File: src/rtl/radar_service_record_parser_macros.svh
// Assertion macros shared by the record parser RTL.
// No dependencies; include by bare file name.
`ifndef RADAR_SERVICE_RECORD_PARSER_MACROS_SVH
`define RADAR_SERVICE_RECORD_PARSER_MACROS_SVH

// Implication checked on every clock edge outside reset.
`define RSRP_ASSERT_IMPL(label, clk, rst_n, ante, cons, msg) \
    label: assert property (@(posedge clk) disable iff (!rst_n) (ante) |-> (cons)) \
        else $error(msg);

// Implication whose consequence is checked in the following cycle.
`define RSRP_ASSERT_NEXT(label, clk, rst_n, ante, cons, msg) \
    label: assert property (@(posedge clk) disable iff (!rst_n) (ante) |=> (cons)) \
        else $error(msg);

`endif

File: src/rtl/rsrp_pkg.sv
// Package for the radar service record parser: word types and code constants.
// No dependencies.
package rsrp_pkg;

    // Result kinds.
    localparam logic [1:0] KIND_ELEM = 2'd0;
    localparam logic [1:0] KIND_ERR  = 2'd1;
    localparam logic [1:0] KIND_END  = 2'd2;

    // Element codes.
    localparam logic [3:0] EL_SRC_AREA = 4'd0;
    localparam logic [3:0] EL_SRC_ID   = 4'd1;
    localparam logic [3:0] EL_MSG_TYPE = 4'd2;
    localparam logic [3:0] EL_SECTOR   = 4'd3;
    localparam logic [3:0] EL_TIME     = 4'd4;
    localparam logic [3:0] EL_SPEED    = 4'd5;
    localparam logic [3:0] EL_CONFIG   = 4'd6;
    localparam logic [3:0] EL_MODE     = 4'd7;
    localparam logic [3:0] EL_PLOTS    = 4'd8;
    localparam logic [3:0] EL_RNG_ERR  = 4'd9;
    localparam logic [3:0] EL_AZ_ERR   = 4'd10;
    localparam logic [3:0] EL_WIN_BASE = 4'd11;
    localparam logic [3:0] EL_WARN     = 4'd15;

    // Error codes.
    localparam logic [2:0] ERR_NO_SRC    = 3'd0;
    localparam logic [2:0] ERR_NO_MSG    = 3'd1;
    localparam logic [2:0] ERR_NO_SECTOR = 3'd2;
    localparam logic [2:0] ERR_NO_WINDOW = 3'd3;
    localparam logic [2:0] ERR_EARLY_END = 3'd4;

    // Register reset value.
    localparam logic [7:0] BLIND_ZONE_RESET = 8'd8;

    // Output buffer geometry.
    localparam int OBUF_DEPTH = 8;
    localparam int OBUF_AW    = 3;
    localparam int MAX_RES    = 4;

    typedef struct packed {
        logic [7:0] data_byte;
        logic       record_end;
    } in_word_t;

    typedef struct packed {
        logic [1:0]  result_kind;
        logic [3:0]  element_code;
        logic [23:0] element_value;
        logic [4:0]  plot_ident;
        logic        antenna_flag;
        logic [2:0]  error_code;
        logic        last_in_item;
    } out_word_t;

endpackage

File: src/rtl/radar_service_record_parser.sv
// Radar service record parser top level: byte decoder and output buffer.
// Depends on rsrp_pkg and radar_service_record_parser_macros.svh.
//
//   channel | direction | handshake          | word
//   in      | input     | in_valid/in_ready  | in_word_t (data_byte, record_end)
//   out     | output    | out_valid/out_ready| out_word_t (one result)
//   cfg     | input     | cfg_we             | cfg_data (blind_zone_msg_code)
//
// Each accepted byte is decoded in the cycle it is accepted; its zero to four
// results are written into an eight-word output buffer at once.
// One result leaves per cycle while out_ready is high; a byte is taken while four
// buffer words are free, so bytes flow at one per cycle only while the buffer keeps that room.
// Reset is asynchronous and active low; it empties the buffer and clears the
// record state, and sets blind_zone_msg_code to 8.
`include "radar_service_record_parser_macros.svh"

module radar_service_record_parser
    import rsrp_pkg::*;
(
    input  logic      clk,
    input  logic      rst_n,
    input  logic      in_valid,
    output logic      in_ready,
    input  in_word_t  in_data,
    output logic      out_valid,
    input  logic      out_ready,
    output out_word_t out_data,
    input  logic      cfg_we,
    input  logic [7:0] cfg_data
);

    typedef enum logic [1:0] {
        PH_PRESENCE,
        PH_ITEMS,
        PH_DONE,
        PH_ABANDON
    } phase_t;

    typedef struct packed {
        phase_t     phase;
        logic [3:0] slot;
        logic [3:0] errs;
    } seek_t;

    // Record state.
    phase_t      phase_reg, phase_next;
    logic [13:0] pres_reg, pres_next;
    logic [3:0]  slot_reg, slot_next;
    logic [2:0]  bidx_reg, bidx_next;
    logic [23:0] acc_reg, acc_next;
    logic [7:0]  rep_reg, rep_next;
    logic [7:0]  mk_reg, mk_next;
    logic [7:0]  bz_reg;

    // Output buffer.
    out_word_t           obuf [OBUF_DEPTH];
    logic [OBUF_AW-1:0]  wr_ptr_reg, rd_ptr_reg;
    logic [OBUF_AW:0]    cnt_reg;

    logic        in_acc, out_pop;
    out_word_t   res_list [MAX_RES];
    logic [2:0]  res_n;

    // Find the next present item at or after a field, skipping field 12, and report missing items that raise errors.
    function automatic seek_t seek_fn(input logic [3:0] from, input logic [13:0] pres,
                                      input logic [7:0] mk, input logic [7:0] bz);
        seek_t r;
        logic  stop;
        r.phase = PH_DONE;
        r.slot  = '0;
        r.errs  = '0;
        stop    = 1'b0;
        for (int s = 1; s <= 14; s++)
        begin
            if (!stop && (4'(s) >= from))
            begin
                if (pres[s-1] && (s != 12))
                begin
                    r.phase = PH_ITEMS;
                    r.slot  = 4'(s);
                    stop    = 1'b1;
                end
                else if (!pres[s-1])
                begin
                    if (s == 1)
                        r.errs[0] = 1'b1;
                    else if (s == 2)
                    begin
                        r.errs[1] = 1'b1;
                        r.phase   = PH_ABANDON;
                        stop      = 1'b1;
                    end
                    else if (s == 3)
                        r.errs[2] = 1'b1;
                    else if (s == 9 && mk == bz)
                        r.errs[3] = 1'b1;
                end
            end
        end
        return r;
    endfunction

    function automatic out_word_t elem_fn(input logic [3:0] code, input logic [23:0] val,
                                          input logic last);
        out_word_t w;
        w = '0;
        w.result_kind   = KIND_ELEM;
        w.element_code  = code;
        w.element_value = val;
        w.last_in_item  = last;
        return w;
    endfunction

    function automatic out_word_t err_fn(input logic [2:0] code);
        out_word_t w;
        w = '0;
        w.result_kind = KIND_ERR;
        w.error_code  = code;
        return w;
    endfunction

    assign in_ready  = (cnt_reg <= (OBUF_AW+1)'(OBUF_DEPTH - MAX_RES));
    assign in_acc    = in_valid && in_ready;
    assign out_valid = (cnt_reg != '0);
    assign out_pop   = out_valid && out_ready;
    assign out_data  = obuf[rd_ptr_reg];

    // Byte decoder: next record state and the ordered list of results.
    always_comb
    begin
        logic [7:0]  b;
        logic [23:0] acc_n;
        logic [2:0]  idx;
        logic        done, do_seek, elem_v, fin_err;
        logic [3:0]  from;
        logic [15:0] d;
        logic [24:0] tsum;
        out_word_t   elem;
        seek_t       sr;
        out_word_t   cand [6];
        logic [5:0]  cv;
        logic [2:0]  n;

        b       = in_data.data_byte;
        acc_n   = {acc_reg[15:0], b};
        idx     = bidx_reg;
        done    = 1'b0;
        do_seek = 1'b0;
        elem_v  = 1'b0;
        from    = 4'd1;
        d       = acc_n[15:0];
        tsum    = {1'b0, acc_n} + 25'd127;
        elem    = '0;
        sr      = '{phase: PH_DONE, slot: '0, errs: '0};

        phase_next = phase_reg;
        pres_next  = pres_reg;
        slot_next  = slot_reg;
        bidx_next  = bidx_reg;
        acc_next   = acc_reg;
        rep_next   = rep_reg;
        mk_next    = mk_reg;

        if (phase_reg == PH_PRESENCE)
        begin
            if (bidx_reg == 3'd0)
                pres_next[6:0] = pres_reg[6:0] | b[7:1];
            else if (bidx_reg == 3'd1)
                pres_next[13:7] = pres_reg[13:7] | b[7:1];
            if (bidx_reg != 3'd7)
                bidx_next = bidx_reg + 3'd1;
            if (!b[0])
                do_seek = 1'b1;
        end
        else if (phase_reg == PH_ITEMS)
        begin
            acc_next  = acc_n;
            bidx_next = idx + 3'd1;
            case (slot_reg)
                4'd1:
                begin
                    elem_v = 1'b1;
                    elem   = elem_fn((idx == 3'd0) ? EL_SRC_AREA : EL_SRC_ID, {16'd0, b},
                                     idx != 3'd0);
                    done   = (idx != 3'd0);
                end
                4'd2:
                begin
                    mk_next = b;
                    elem_v  = 1'b1;
                    elem    = elem_fn(EL_MSG_TYPE, {16'd0, b}, 1'b1);
                    done    = 1'b1;
                end
                4'd3:
                begin
                    elem_v = 1'b1;
                    elem   = elem_fn(EL_SECTOR, {16'd0, b}, 1'b1);
                    done   = 1'b1;
                end
                4'd4:
                begin
                    if (idx >= 3'd2)
                    begin
                        elem_v = 1'b1;
                        elem   = elem_fn(EL_TIME, {6'd0, tsum[24:7]}, 1'b1);
                        done   = 1'b1;
                    end
                end
                4'd5:
                begin
                    if (idx >= 3'd1)
                    begin
                        elem_v = 1'b1;
                        elem   = elem_fn(EL_SPEED, {8'd0, acc_n[15:0]}, 1'b1);
                        done   = 1'b1;
                    end
                end
                4'd6, 4'd7, 4'd11:
                begin
                    elem_v = 1'b1;
                    elem   = elem_fn((slot_reg == 4'd11) ? EL_WARN :
                                     ((slot_reg == 4'd6) ? EL_CONFIG : EL_MODE),
                                     {17'd0, b[7:1]}, !b[0]);
                    done   = !b[0];
                end
                4'd8:
                begin
                    if (idx == 3'd0)
                    begin
                        rep_next  = b;
                        done      = (b == 8'd0);
                        bidx_next = 3'd1;
                    end
                    else if (idx == 3'd1)
                        bidx_next = 3'd2;
                    else
                    begin
                        rep_next  = rep_reg - 8'd1;
                        elem_v    = 1'b1;
                        elem      = elem_fn(EL_PLOTS, {14'd0, d[9:0]},
                                            rep_reg == 8'd1);
                        elem.plot_ident   = d[14:10];
                        elem.antenna_flag = d[15];
                        done      = (rep_reg == 8'd1);
                        bidx_next = 3'd1;
                    end
                end
                4'd9:
                begin
                    if (idx[0])
                    begin
                        elem_v = 1'b1;
                        elem   = elem_fn(EL_WIN_BASE + {2'd0, idx[2:1]},
                                         {8'd0, acc_n[15:0]}, idx == 3'd7);
                        done   = (idx == 3'd7);
                    end
                end
                4'd10:
                begin
                    elem_v = 1'b1;
                    elem   = elem_fn((idx == 3'd0) ? EL_RNG_ERR : EL_AZ_ERR, {16'd0, b},
                                     idx != 3'd0);
                    done   = (idx != 3'd0);
                end
                default:
                begin
                    // Special-purpose and reserved items skip by their length octet.
                    acc_next  = acc_reg;
                    bidx_next = 3'd1;
                    if (idx == 3'd0)
                    begin
                        rep_next = (b > 8'd1) ? (b - 8'd1) : 8'd0;
                        done     = (b <= 8'd1);
                    end
                    else
                    begin
                        rep_next = rep_reg - 8'd1;
                        done     = (rep_reg == 8'd1);
                    end
                end
            endcase
            if (done)
            begin
                do_seek = 1'b1;
                from    = slot_reg + 4'd1;
            end
        end

        if (do_seek)
        begin
            sr         = seek_fn(from, pres_next, mk_next, bz_reg);
            phase_next = sr.phase;
            if (sr.phase == PH_ITEMS)
            begin
                slot_next = sr.slot;
                bidx_next = '0;
                acc_next  = '0;
                rep_next  = '0;
            end
        end

        // Record end closes the record and returns the state to its reset values.
        fin_err = (phase_next == PH_PRESENCE) || (phase_next == PH_ITEMS);
        if (in_data.record_end)
        begin
            phase_next = PH_PRESENCE;
            pres_next  = '0;
            slot_next  = '0;
            bidx_next  = '0;
            acc_next   = '0;
            rep_next   = '0;
            mk_next    = '0;
        end

        // Candidate results in output order, then packed into a dense list.
        cand[0] = elem;
        cand[1] = err_fn(ERR_NO_SRC);
        cand[2] = err_fn(ERR_NO_MSG);
        cand[3] = err_fn(ERR_NO_SECTOR);
        cand[4] = err_fn(ERR_NO_WINDOW);
        cand[5] = fin_err ? err_fn(ERR_EARLY_END) : out_word_t'('0);
        if (!fin_err)
            cand[5].result_kind = KIND_END;
        cv = {in_data.record_end, sr.errs, elem_v};
        for (int i = 0; i < MAX_RES; i++)
            res_list[i] = '0;
        n = '0;
        for (int i = 0; i < 6; i++)
        begin
            if (cv[i] && n < 3'(MAX_RES))
            begin
                res_list[n[1:0]] = cand[i];
                n = n + 3'd1;
            end
        end
        res_n = n;
    end

    // Record state and configuration register.
    always_ff @(posedge clk or negedge rst_n)
    begin
        if (!rst_n)
        begin
            phase_reg <= PH_PRESENCE;
            pres_reg  <= '0;
            slot_reg  <= '0;
            bidx_reg  <= '0;
            acc_reg   <= '0;
            rep_reg   <= '0;
            mk_reg    <= '0;
            bz_reg    <= BLIND_ZONE_RESET;
        end
        else
        begin
            if (cfg_we)
                bz_reg <= cfg_data;
            if (in_acc)
            begin
                phase_reg <= phase_next;
                pres_reg  <= pres_next;
                slot_reg  <= slot_next;
                bidx_reg  <= bidx_next;
                acc_reg   <= acc_next;
                rep_reg   <= rep_next;
                mk_reg    <= mk_next;
            end
        end
    end

    // Output buffer pointers and fill count.
    always_ff @(posedge clk or negedge rst_n)
    begin
        if (!rst_n)
        begin
            wr_ptr_reg <= '0;
            rd_ptr_reg <= '0;
            cnt_reg    <= '0;
        end
        else
        begin
            if (in_acc)
                wr_ptr_reg <= wr_ptr_reg + OBUF_AW'(res_n);
            if (out_pop)
                rd_ptr_reg <= rd_ptr_reg + OBUF_AW'(1);
            cnt_reg <= cnt_reg + (in_acc ? (OBUF_AW+1)'(res_n) : '0)
                       - (out_pop ? (OBUF_AW+1)'(1) : '0);
        end
    end

    // Output buffer storage.
    always_ff @(posedge clk)
    begin
        if (in_acc)
        begin
            for (int i = 0; i < MAX_RES; i++)
            begin
                if (3'(i) < res_n)
                    obuf[wr_ptr_reg + OBUF_AW'(i)] <= res_list[i];
            end
        end
    end

    `RSRP_ASSERT_IMPL(a_cnt_bound, clk, rst_n, 1'b1, cnt_reg <= (OBUF_AW+1)'(OBUF_DEPTH), "output buffer overfilled")
    `RSRP_ASSERT_IMPL(a_res_bound, clk, rst_n, in_acc, res_n <= 3'(MAX_RES), "too many results for one word")
    `RSRP_ASSERT_NEXT(a_end_clears, clk, rst_n, in_acc && in_data.record_end, phase_reg == PH_PRESENCE && pres_reg == '0, "record state not cleared at end")

endmodule

File: config.mk
export PLATFORM = sky130hd
export DESIGN_NAME = radar_service_record_parser
export DESIGN_NICKNAME = d
export VERILOG_FILES = /design/src/rtl/rsrp_pkg.sv /design/src/rtl/radar_service_record_parser.sv
export VERILOG_INCLUDE_DIRS = /design/src /design/src/rtl
export SDC_FILE = /design/constraint.sdc
export NUM_CORES = 1
export LEC_CHECK = 0
export BUFFER_PORTS_ARGS = -buffer_cell sky130_fd_sc_hd__buf_4
export CAP_MARGIN = 10
export CORE_ASPECT_RATIO = 0.6
export CORE_MARGIN = 2
export CORE_UTILIZATION = 60
export CTS_CLUSTER_SIZE = 28
export DETAILED_ROUTE_END_ITERATION = 7
export PLACE_DENSITY = 0.77
export SLEW_MARGIN = 20
export SYNTH_ARGS = -nofsm -noshare
export SYNTH_HDL_FRONTEND = slang
export SYNTH_SLANG_ARGS = --single-unit
File: constraint.sdc
create_clock -name clk -period 15.7 [get_ports clk]
set_input_delay 3.14 -clock clk [delete_from_list [all_inputs] [get_ports clk]]
set_output_delay 3.14 -clock clk [all_outputs]
set_load 0.01 [all_outputs]
# [Word level (Yosys, flattened, before mapping)]
# Memory sizes are Yosys's and may differ from the RTL's.
# Cells that the tools add are included.
[word_totals] reg_bits=81 latchBits=0 ram_bits=320 rom_bits=0 out_inout_bits=42 elab_cells=352 memories=1
[memory_table] name="obuf" words=8 width=40 read_ports=1 rd_ports_with_merged_regs=0 wr=4 line_no="radar_service_record_parser.sv:56" rtl="out_word_t obuf [OBUF_DEPTH];"
[op_classes] addsub=18 n_mul=0 div=0 order_cmp=37 eq_ne=20 n_shift=0 muxes=189 bitwise_logic=19 n_reduce_logical=56
[op_table] op="160-bit 2-to-1 mux" n=5
[op_table] op="40-bit demux with 2-bit select" n=5
[op_table] op="38-bit one-hot mux with 9 select lines" n=1
[op_table] op="152-bit bitwise AND" n=2
[op_table] op="152-bit inverter" n=2
[op_table] op="40-bit 2-to-1 mux" n=7
[op_table] op="6-bit 2-to-1 mux" n=29
[op_table] op="160-bit bitwise mux" n=1
[op_table] op="156-bit bitwise AND" n=1
[op_table] op="156-bit inverter" n=1
[op_table] op="38-bit 2-to-1 mux" n=4
[op_table] op="148-bit bitwise AND" n=1
[op_table] op="148-bit inverter" n=1
[op_table] op="24-bit 2-to-1 mux" n=6
[op_table] op="8-bit 2-to-1 mux" n=13
[op_table] op="1-bit 2-to-1 mux" n=76
[op_table] op="37-bit 2-to-1 mux" n=2
[op_table] op="39-bit 2-to-1 mux" n=1
[op_table] op="3-bit 2-to-1 mux" n=12
[op_table] op="4-bit 2-to-1 mux" n=9
[op_table] op="7-bit 2-to-1 mux" n=5
[op_table] op="14-bit 2-to-1 mux" n=2
[op_table] op="24-bit by 7-bit adder with 25-bit output (second input constant)" n=1
[op_table] op="3-bit by 1-bit adder with 3-bit output (second input constant)" n=8
[op_table] op="other kinds (58)" n=144

# [Longest topological paths before layout]
# Gate-level depths: netlist of the first run.
[logic_depth] ltp_word=67 depth_mapped=32 mapped_depth_nobuf=27

# [Worst setup path before layout of the first run]
# No wires, ideal clock.
[synth_timing] path_kind="input port to flip-flop" startpoint="in in_data[2] in the netlist's numbering" endpoint="mem obuf[7][0] in the netlist's numbering (enable)" setup_ns=0.472 arrival_ns=11.160 required_ns=15.228 slack_ns=4.068 path_stages=29 n_path_buf=5 path_cell_list="clkbuf_1 inv_1 ha_1 or2_2 nand4_1 a31oi_2 o31a_1 a21o_1 and3_1 buf_2 inv_1 fa_1 inv_1 ha_1 inv_1 ha_1 and3_1 buf_2 or3_4 mux2_4 or2_2 ha_1 o21ai_0 nand2_1 o21a_1 buf_6 buf_2 o21ai_1 o21ai_0"
[synth_rtl] element="from (decl)" line_no="radar_service_record_parser.sv:24" rtl="input in_word_t in_data,"
[synth_rtl] element="to (decl)" line_no="radar_service_record_parser.sv:56"

==> results.cfg, run 1 <==
[outcome]
status = finished clean

[synth]
synthArstFlopShare_pct = 20.9
ys_seq_area_share_pct = 50.8
ys_warn_count = 0
netlist_area_um2 = 19600
yosys.area.top_type_share_pct = 41.6
ys_ff_latch = 344
yosys.area.top_type = edfxtp_1
synthTopCellsByArea = edfxtp_1 42%, dfrtp_1 9.1%, mux4_2 7.8%, nor2_1 6.3%, ha_1 2.9%
syn_avg_cell_area_um2 = 11.2
syn_inst = 1759
netlist_top_cells_count = 330 x nor2_1, 272 x edfxtp_1, 123 x nand2_1
ys_types = 105
synth_top_flop_cell = edfxtp_1
synth.most_common_cell = nor2_1
synth_edf_count = 272

[detailed_routing]
drc = 0
viasPerCell = 6.79
drtAntennaViolNets = 0
detail_route.wirelength_mm = 55.3
wl_per_cell_um = 25.1
firstDrtPassIters = 7
drt-initial-drc-count = 2137
via_count = 15000

[place]
io_buffers = 57
hpwl_mm = 37.3
gp_congestion = 0.991
placed_area_um2 = 20200
pre_cts_slack_ns = 4.62
placedCellCount = 2148

[cts]
clk_pin_slew_ns = 0.06
cts_hold_buffers = 0
cts_buffers = 34
postCtsSetupRepairBufs = 0
cts-resized-gates = 0
cts_tree = done
cts.path.max_buffers = 3
cts_sinks = 344
clock_latency_ns = 0.54
cts_max_level = 2
clockRootBuffer = clkbuf_16

[timing]
tightest_slew_ns = 1.04
timing.final.ws_setup_ns = 5.11
fin_setup_tns_ns = 0
fin_worst_skew_ns = 0.0314
slew_headroom_pct = 30.6
rsz0062_at_grt = no
slew_violations = 0
post-route-period-util_pct = 67.5
post-route-min-period_ns = 10.59
setup_viol = 0
final_hold_viol_count = 0
fmaxAchievable_mhz = 94.4
timing.hold.ws_ns = 0.497

[min_path]
min_to = pres_reg[9]
whs_path_depth = 2
hp-class = flop to flop
min-delay-start = pres_reg[9]

[setup_path]
crit_path_max_fanout = 29
worstRegToRegCells = 25
cp_data_required_time_ns = 15.94
worstReg2RegEnd = obuf[1][13]
cp_cell_sequence = buf_4, or2_2, nor3_1, a41o_1, o31a_1, a21o_1, and3_1, inv_1, fa_1, inv_1, ha_1, inv_1, ha_1, and3_1, or3_4, mux2_4, or2_2, ha_1, nand4_1, o211a_1, a21oi_2, a41oi_1, nand2_2, nor2_1
reg2reg_from = slot_reg[0]
cpMaxStageDelayCell = nand2_2
reg2reg_slack_ns = 6.54
start_kind = primary input
crit_type = primary input to flop
worstPathArrival_ns = 10.83
cp-end-kind = flop
max_stage_delay_ns = 0.80

[pwr]
vdd_drop_max_mv = 0.108
p_total_mw = 3.59
p_leak_nw = 8.39
power_density_nw_per_um2 = 169

[final_layout]
num_antenna_cells = 0
largest_reg_flops = 272
stdcell_area_um2 = 21200
finalNetCount = 1831
drive_gt1_share_pct = 16.6
areaGrowthSynthToFinish_pct = 8.22
fin_util_pct = 65.8
fin_cells = 2201

[floorplan]
die_w_um = 237
die_h_um = 144
boundaryPins = 64
placement_rows = 51
die-area_um2 = 34200
core_um2 = 32300
start_util_pct = 60.8

[global_route]
overflow = 0
grt_first_pass_wirelength_mm = 86.0
grtUsageTotal_pct = 33.0
grt_max_degree = 73
first_global_vias = 14300
grt_antenna_before_repair = 0

[run]
maxCapViolCount = 0
## worst max-delay path by stage
stage	start	endpoint	slack, ns	cells after the start
final	in_data[5]	obuf[1][13]	5.11	24
after global routing	in_data[5]	obuf[0][6]	4.67	24
after CTS	in_data[5]	obuf[4][7]	5.11	25
after detailed placement	in_data[5]	obuf[4][15]	4.62	25
after global placement	in_data[5]	obuf[4][17]	4.88	25
after floorplan	in_data[2]	obuf[7][0]	4.07	29
## layer usage
layer  vias up  global-route usage, %  wire, um
met5         -                      0         0
met4         0                   6.95       878
met3        88                   7.01      6560
met2       946                   47.9     23500
met1      7408                   51.3     24400
li1       6510                      -         -
## kinds of logic (layout without fill, tap and decap cells)
| logic type | count (synthesis) | in the layout | share of synthesized area [%] |
|---|---|---|---|
| AOI/OAI and AO/OA | 370 | 370 | 13.4 |
| xor gates and xnor gates | 55 | 55 | 2.49 |
| adders and majority gates | 48 | 48 | 3.18 |
| buffers and inverters | 166 | 179 | 3.95 |
| DFF | 344 | 344 | 50.8 |
| muxes | 131 | 131 | 11.3 |
| other | 1 | 6 | 0.0191 |
| and+or+nand+nor | 644 | 644 | 14.8 |
## report_power, final
part	internal, mW	total [mW]	switching, mW
clock	0.439	0.786	0.347
combinational	0.637	1.54	0.903
sequential	1.14	1.27	0.129
## critical path, delay by kind of cell
kind | cells | cell delay (ns)
compound gates | 6 | 2.28
mux | 1 | 0.33
fa+ha+maj | 4 | 1.42
simple gates | 9 | 3.18
buf+inv | 4 | 0.43
## final cells by class
class | instances | area, um2
multi-input combinational | 1254 | 8940
clock buffer | 41 | 898
tap | 424 | 531
fill | 2436 | 11100
inverter | 48 | 180
clock inverter | 11 | 114
timing repair buffer | 79 | 593
sequential | 344 | 9980
## layout by cell type, fill, tap and decap left out, types with 27 or more instances in the layout
master	n
a22o_1	30
nand3_1	38
nor2_1	329
o22ai_1	27
nand2_1	122
xnor2_1	30
clkbuf_16	35
mux4_2	68
buf_4	79
dfrtp_1	68
o21ai_0	67
a21oi_1	81
nor3_1	30
ha_1	45
inv_1	45
mux2_2	43
edfxtp_1	272
Note: power is estimated with default switching activity, not from simulation.
==> run 2: changes to the inputs <==
--- a/config.mk
+++ b/config.mk
@@ -10,7 +10,7 @@
 export CAP_MARGIN = 10
 export CORE_ASPECT_RATIO = 0.6
 export CORE_MARGIN = 2
-export CORE_UTILIZATION = 60
+export CORE_UTILIZATION = 57
 export CTS_CLUSTER_SIZE = 28
 export DETAILED_ROUTE_END_ITERATION = 7
 export PLACE_DENSITY = 0.77
==> constraint.sdc (replaced) <==
create_clock -name clk -period 9.6 [get_ports clk]
set_input_delay 1.92 -clock clk [delete_from_list [all_inputs] [get_ports clk]]
set_output_delay 1.92 -clock clk [all_outputs]
set_load 0.01 [all_outputs]
==> run 2 against run 1 <==
- first-iteration DRC count grew 3.2%
- sequential cell count is the same
- via count grew 0.82%
- largest power group unchanged
- critical endpoint is now obuf[7][6]
- wire length grew 3.4%
- highest routed layer unchanged
- total power grew 67%
- sequential share of layout area shrank 0.75 points
==> results.cfg, run 2 (synthesis gave the netlist of run 1 again) <==
[setup_path]
crit_type = primary input to flop
max_stage_delay_ns = 0.64
cp_data_required_time_ns = 9.84
worstRegToRegCells = 26
cpLargestDelayFamily = simple AND/OR/NAND/NOR gates
reg2reg_slack_ns = 1.10
cp-end-kind = flop
reg2reg_from = slot_reg[0]
cpMaxStageDelayCell = fa_1
cp-endpoint = obuf[7][6]
start_kind = primary input
worstPathArrival_ns = 9.02
crit_path_start = in_data[5]
cp.buffers_inverters = 5
worstReg2RegEnd = obuf[7][6]
path_depth = 25
crit_path_max_fanout = 23

[place]
gp_congestion = 1.02
hpwl_mm = 38.8
placedCellCount = 2199
io_buffers = 57

[cts]
cts_max_level = 2
cts_hold_buffers = 0
cts_tree = done
postCtsSetupRepairBufs = 0
clockRootBuffer = clkbuf_16
cts-resized-gates = 0
cts.path.max_buffers = 3
clk_pin_slew_ns = 0.06
clock_latency_ns = 0.54
cts_sinks = 344
cts_buffers = 34

[global_route]
grt_antenna_before_repair = 0
first_global_vias = 14400
overflow = 0
grt_max_degree = 58
grtUsageTotal_pct = 32.2
grt_first_pass_wirelength_mm = 88.1

[floorplan]
die_w_um = 244
start_util_pct = 58.0
placement_rows = 52
core_um2 = 33800
boundaryPins = 64
die-area_um2 = 36000
die_h_um = 148

[timing]
fin_worst_skew_ns = 0.0242
slew_violations = 0
post-route-period-util_pct = 91.5
fin_setup_tns_ns = 0
final_hold_viol_count = 0
post-route-min-period_ns = 8.79
setup_viol = 0
slew_headroom_pct = 23.7
tightest_slew_ns = 1.14
rsz0062_at_grt = no
fmaxAchievable_mhz = 114

[min_path]
hp-class = flop to flop
min-delay-start = pres_reg[9]

[final_layout]
final_cell_mix = 329 x nor2_1, 272 x edfxtp_1, 123 x nand2_1
final_common_cell = nor2_1
num_antenna_cells = 0
fin_util_pct = 63.8
largest_reg_flops = 272
fin_cells = 2261
areaGrowthSynthToFinish_pct = 9.97
drive_gt1_share_pct = 17.3
finalNetCount = 1846

[outcome]
status = finished clean

[detailed_routing]
drtAntennaViolNets = 0
firstDrtPassIters = 6
viasPerCell = 6.67
detail_route.wirelength_mm = 57.2
via_count = 15100
drt-initial-drc-count = 2205
drc = 0
wl_per_cell_um = 25.3

[pwr]
power_density_nw_per_um2 = 277
p_leak_nw = 8.51
vdd_drop_max_mv = 0.154

[run]
maxCapViolCount = 0
[run 2: cell types whose count changed in the layout (fill, tap and decap cells not counted), moves of 2 or more]
cell      delta
buf_12      +10
clkinv_1     +6
buf_4        +5
clkinv_8     +2
[run 2: final cells by class]
type / count / area (um2)
clock buffers: 42 / 902
clock inverters: 20 / 170
fillers: 2569 / 12300
inverters: 48 / 180
multi-input cells: 1254 / 8950
flip-flops and latches: 344 / 9980
well taps: 459 / 574
repair buffers: 94 / 831
[run 2: per-stage QoR]
step | cell area (um2) | hold slack, ns | power (mW) | worst slack [ns]
floorplan | 19700 | 0.463 | 3.76 | 0.0121
global placement | 20500 | 0.478 | 4.59 | 0.690
detailed placement | 20500 | 0.486 | 4.62 | 0.485
CTS | 21600 | 0.502 | 5.94 | 1.00
global route | 21600 | 0.517 | 6.26 | 0.460
finish | 21600 | 0.499 | 5.99 | 0.814
[run 2: how the worst min path moves through the flow]
stage / end / cells past startpoint
6_report: pres_reg[9] / 2
4_1_cts: pres_reg[13] / 2
2_1_floorplan: pres_reg[7] / 2
5_1_grt: cnt_reg[0] / 1
3_3_place_gp: pres_reg[10] / 2
3_5_place_dp: mk_reg[2] / 1
[run 2: layer usage]
layer / vias to the layer above / track usage, % / part of all wire (%) / routed length (um)
met1: 7416 / 48.4 / 42 / 24200
li1: 6561 / - / - / -
met5: - / 0 / 0 / 0
met4: 0 / 8.17 / 2.1 / 1220
met2: 989 / 44.4 / 42 / 23800
met3: 108 / 11.7 / 14 / 7930
[run 2: tightest hold or removal path: stages, from the launching register on]
cell and delay (ns):
dfrtp_1 0.34, a21oi_1 0.05, nor2_1 0.07
[run 2: power by group]
group | switching, mW | internal (mW)
Sequential | 0.225 | 1.86
Clock | 0.587 | 0.729
Combinational | 1.51 | 1.08
Total | 2.32 | 3.67
==> run 3: changes to the inputs <==
--- a/config.mk
+++ b/config.mk
@@ -8,12 +8,14 @@
 export LEC_CHECK = 0
 export BUFFER_PORTS_ARGS = -buffer_cell sky130_fd_sc_hd__buf_4
 export CAP_MARGIN = 10
+export CELL_PAD_IN_SITES_DETAIL_PLACEMENT = 0
+export CELL_PAD_IN_SITES_GLOBAL_PLACEMENT = 1
 export CORE_ASPECT_RATIO = 0.6
 export CORE_MARGIN = 2
-export CORE_UTILIZATION = 57
+export CORE_UTILIZATION = 25
 export CTS_CLUSTER_SIZE = 28
 export DETAILED_ROUTE_END_ITERATION = 7
-export PLACE_DENSITY = 0.77
+export PLACE_DENSITY_LB_ADDON = 0.1
 export SLEW_MARGIN = 20
 export SYNTH_ARGS = -nofsm -noshare
 export SYNTH_HDL_FRONTEND = slang
==> run 3 against run 2 <==
- global-route usage decreased by 15 points
- critical path type unchanged
- combinational power increased by 6%
- critical path depth increased by 2
- non-clock buffer count increased by 26
- total power increased by 6.3%
- largest cell class unchanged
- via count decreased by 2.6%
==> results.cfg, run 3 (synthesis gave the netlist of run 1 again) <==
[outcome]
status = finished clean

[detailed_routing]
drtAntennaViolNets = 0
viasPerCell = 5.08
drc = 0
firstDrtPassIters = 7
detail_route.wirelength_mm = 70.2
wl_per_cell_um = 24.3
drt-initial-drc-count = 1281
via_count = 14700

[floorplan]
start_util_pct = 25.3
die_w_um = 366
die_h_um = 221
boundaryPins = 64
placement_rows = 79
core_um2 = 77600
die-area_um2 = 80800

[timing]
fin_worst_skew_ns = 0.0235
timing.hold.ws_ns = 0.497
post-route-min-period_ns = 8.75
final_hold_viol_count = 0
tightest_slew_ns = 1.15
slew_violations = 0
fmaxAchievable_mhz = 114
rsz0062_at_grt = no
slew_headroom_pct = 22.7
post-route-period-util_pct = 91.2
setup_viol = 0
fin_setup_tns_ns = 0

[global_route]
grt_max_degree = 53
first_global_vias = 14700
grt_antenna_before_repair = 2
grt_first_pass_wirelength_mm = 104
overflow = 0
grtUsageTotal_pct = 17.3

[final_layout]
drive_gt1_share_pct = 18.8
areaGrowthSynthToFinish_pct = 15.5
finalNetCount = 1877
stdcell_area_um2 = 22700
largest_reg_flops = 272
final_common_cell = nor2_1
final_cell_mix = 330 x nor2_1, 272 x edfxtp_1, 123 x nand2_1
fin_util_pct = 29.2

[cts]
cts-resized-gates = 0
cts_hold_buffers = 0
cts_sinks = 344
clock_latency_ns = 0.60
cts_buffers = 39
cts_max_level = 2
clk_pin_slew_ns = 0.06
cts_tree = done
cts.path.max_buffers = 3
postCtsSetupRepairBufs = 0
clockRootBuffer = clkbuf_16

[setup_path]
cp-end-kind = flop
crit_type = primary input to flop
worstPathArrival_ns = 9.00
start_kind = primary input
cp_data_required_time_ns = 9.85
worstRegToRegCells = 26
crit_path_max_fanout = 34

[place]
io_buffers = 57
placed_area_um2 = 21400
hpwl_mm = 48.6
gp_congestion = 0.886

[min_path]
whs_path_depth = 2
hp-class = flop to flop

[pwr]
clkPwrFrac_pct = 24.8
p_comb_share_pct = 43.1
pwr-share-seq_pct = 32.1
swShare_pct = 39.5
p_leak_nw = 8.75
intPower_mw = 3.85
switching_power_mw = 2.51
vdd_drop_max_mv = 0.122
power_density_nw_per_um2 = 281

[run]
maxCapViolCount = 0
==> run 3: cell type report <==
cell class	instances	area, um2
diodes	1	2.50
well taps	1053	1320
flip-flops and latches	344	9980
fillers	8030	54900
clock inverters	23	295
multi-input cells	1254	8940
clock buffers	45	998
repair buffers	120	951
inverters	48	180
==> run 3: worst paths after layout <==
check	startpoint	end	slack, ns
setup / recovery	in_data[2]	obuf[1][4]	0.85
hold / removal	pres_reg[10]	pres_reg[10]	0.50
setup reg to reg	slot_reg[0]	obuf[1][4]	1.03
hold reg to reg	pres_reg[10]	pres_reg[10]	0.50
max in group asynchronous	rst_n	rd_ptr_reg[0]	7.20
min in group asynchronous	rst_n	bz_reg[7]	1.21
==> run 3: layer usage <==
layer	GRT usage [%]	wire (um)	vias to the layer above
met4	3.08	923	0
met2	23.0	27500	472
met5	0	0	-
li1	-	-	6628
met1	28.3	37400	7521
met3	3.33	4380	54
==> run 3: power by group through the flow <==
stage | clock network [mW] | logic [mW] | registers, mW
5_1_grt | 1.69 | 2.99 | 2.07
3_5_place_dp | 0 | 2.75 | 2.08
4_1_cts | 1.63 | 2.76 | 2.05
6_report | 1.58 | 2.74 | 2.05
2_1_floorplan | 0 | 1.80 | 1.96
3_3_place_gp | 0 | 2.78 | 2.08
==> run 3: critical path, cell delays in order <==
cell	delay [ns]
buf_4	0.17
inv_1	0.11
ha_1	0.27
or2_2	0.16
nand4_1	0.13
a31oi_4	0.35
o31a_1	0.44
a21o_1	0.26
and3_1	0.39
inv_1	0.10
fa_1	0.52
inv_1	0.07
ha_1	0.21
inv_1	0.06
ha_1	0.24
and3_1	0.27
or3_4	0.45
mux2_4	0.32
or2_2	0.31
ha_1	0.33
nand4_1	0.09
o211a_1	0.26
a21oi_2	0.36
buf_4	0.20
a41oi_1	0.34
o211ai_1	0.29
buf_12	0.32
==> run 3: stage by stage <==
stage | power, mW | worst slack (ns) | cells
final | 6.36 | 0.849 | 2888
after global placement | 4.86 | 0.459 | 2818
after floorplan | 3.76 | 0.0121 | 1764
after global routing | 6.75 | 0.497 | 2887
after CTS | 6.44 | 0.961 | 2886
after detailed placement | 4.83 | 0.341 | 2818
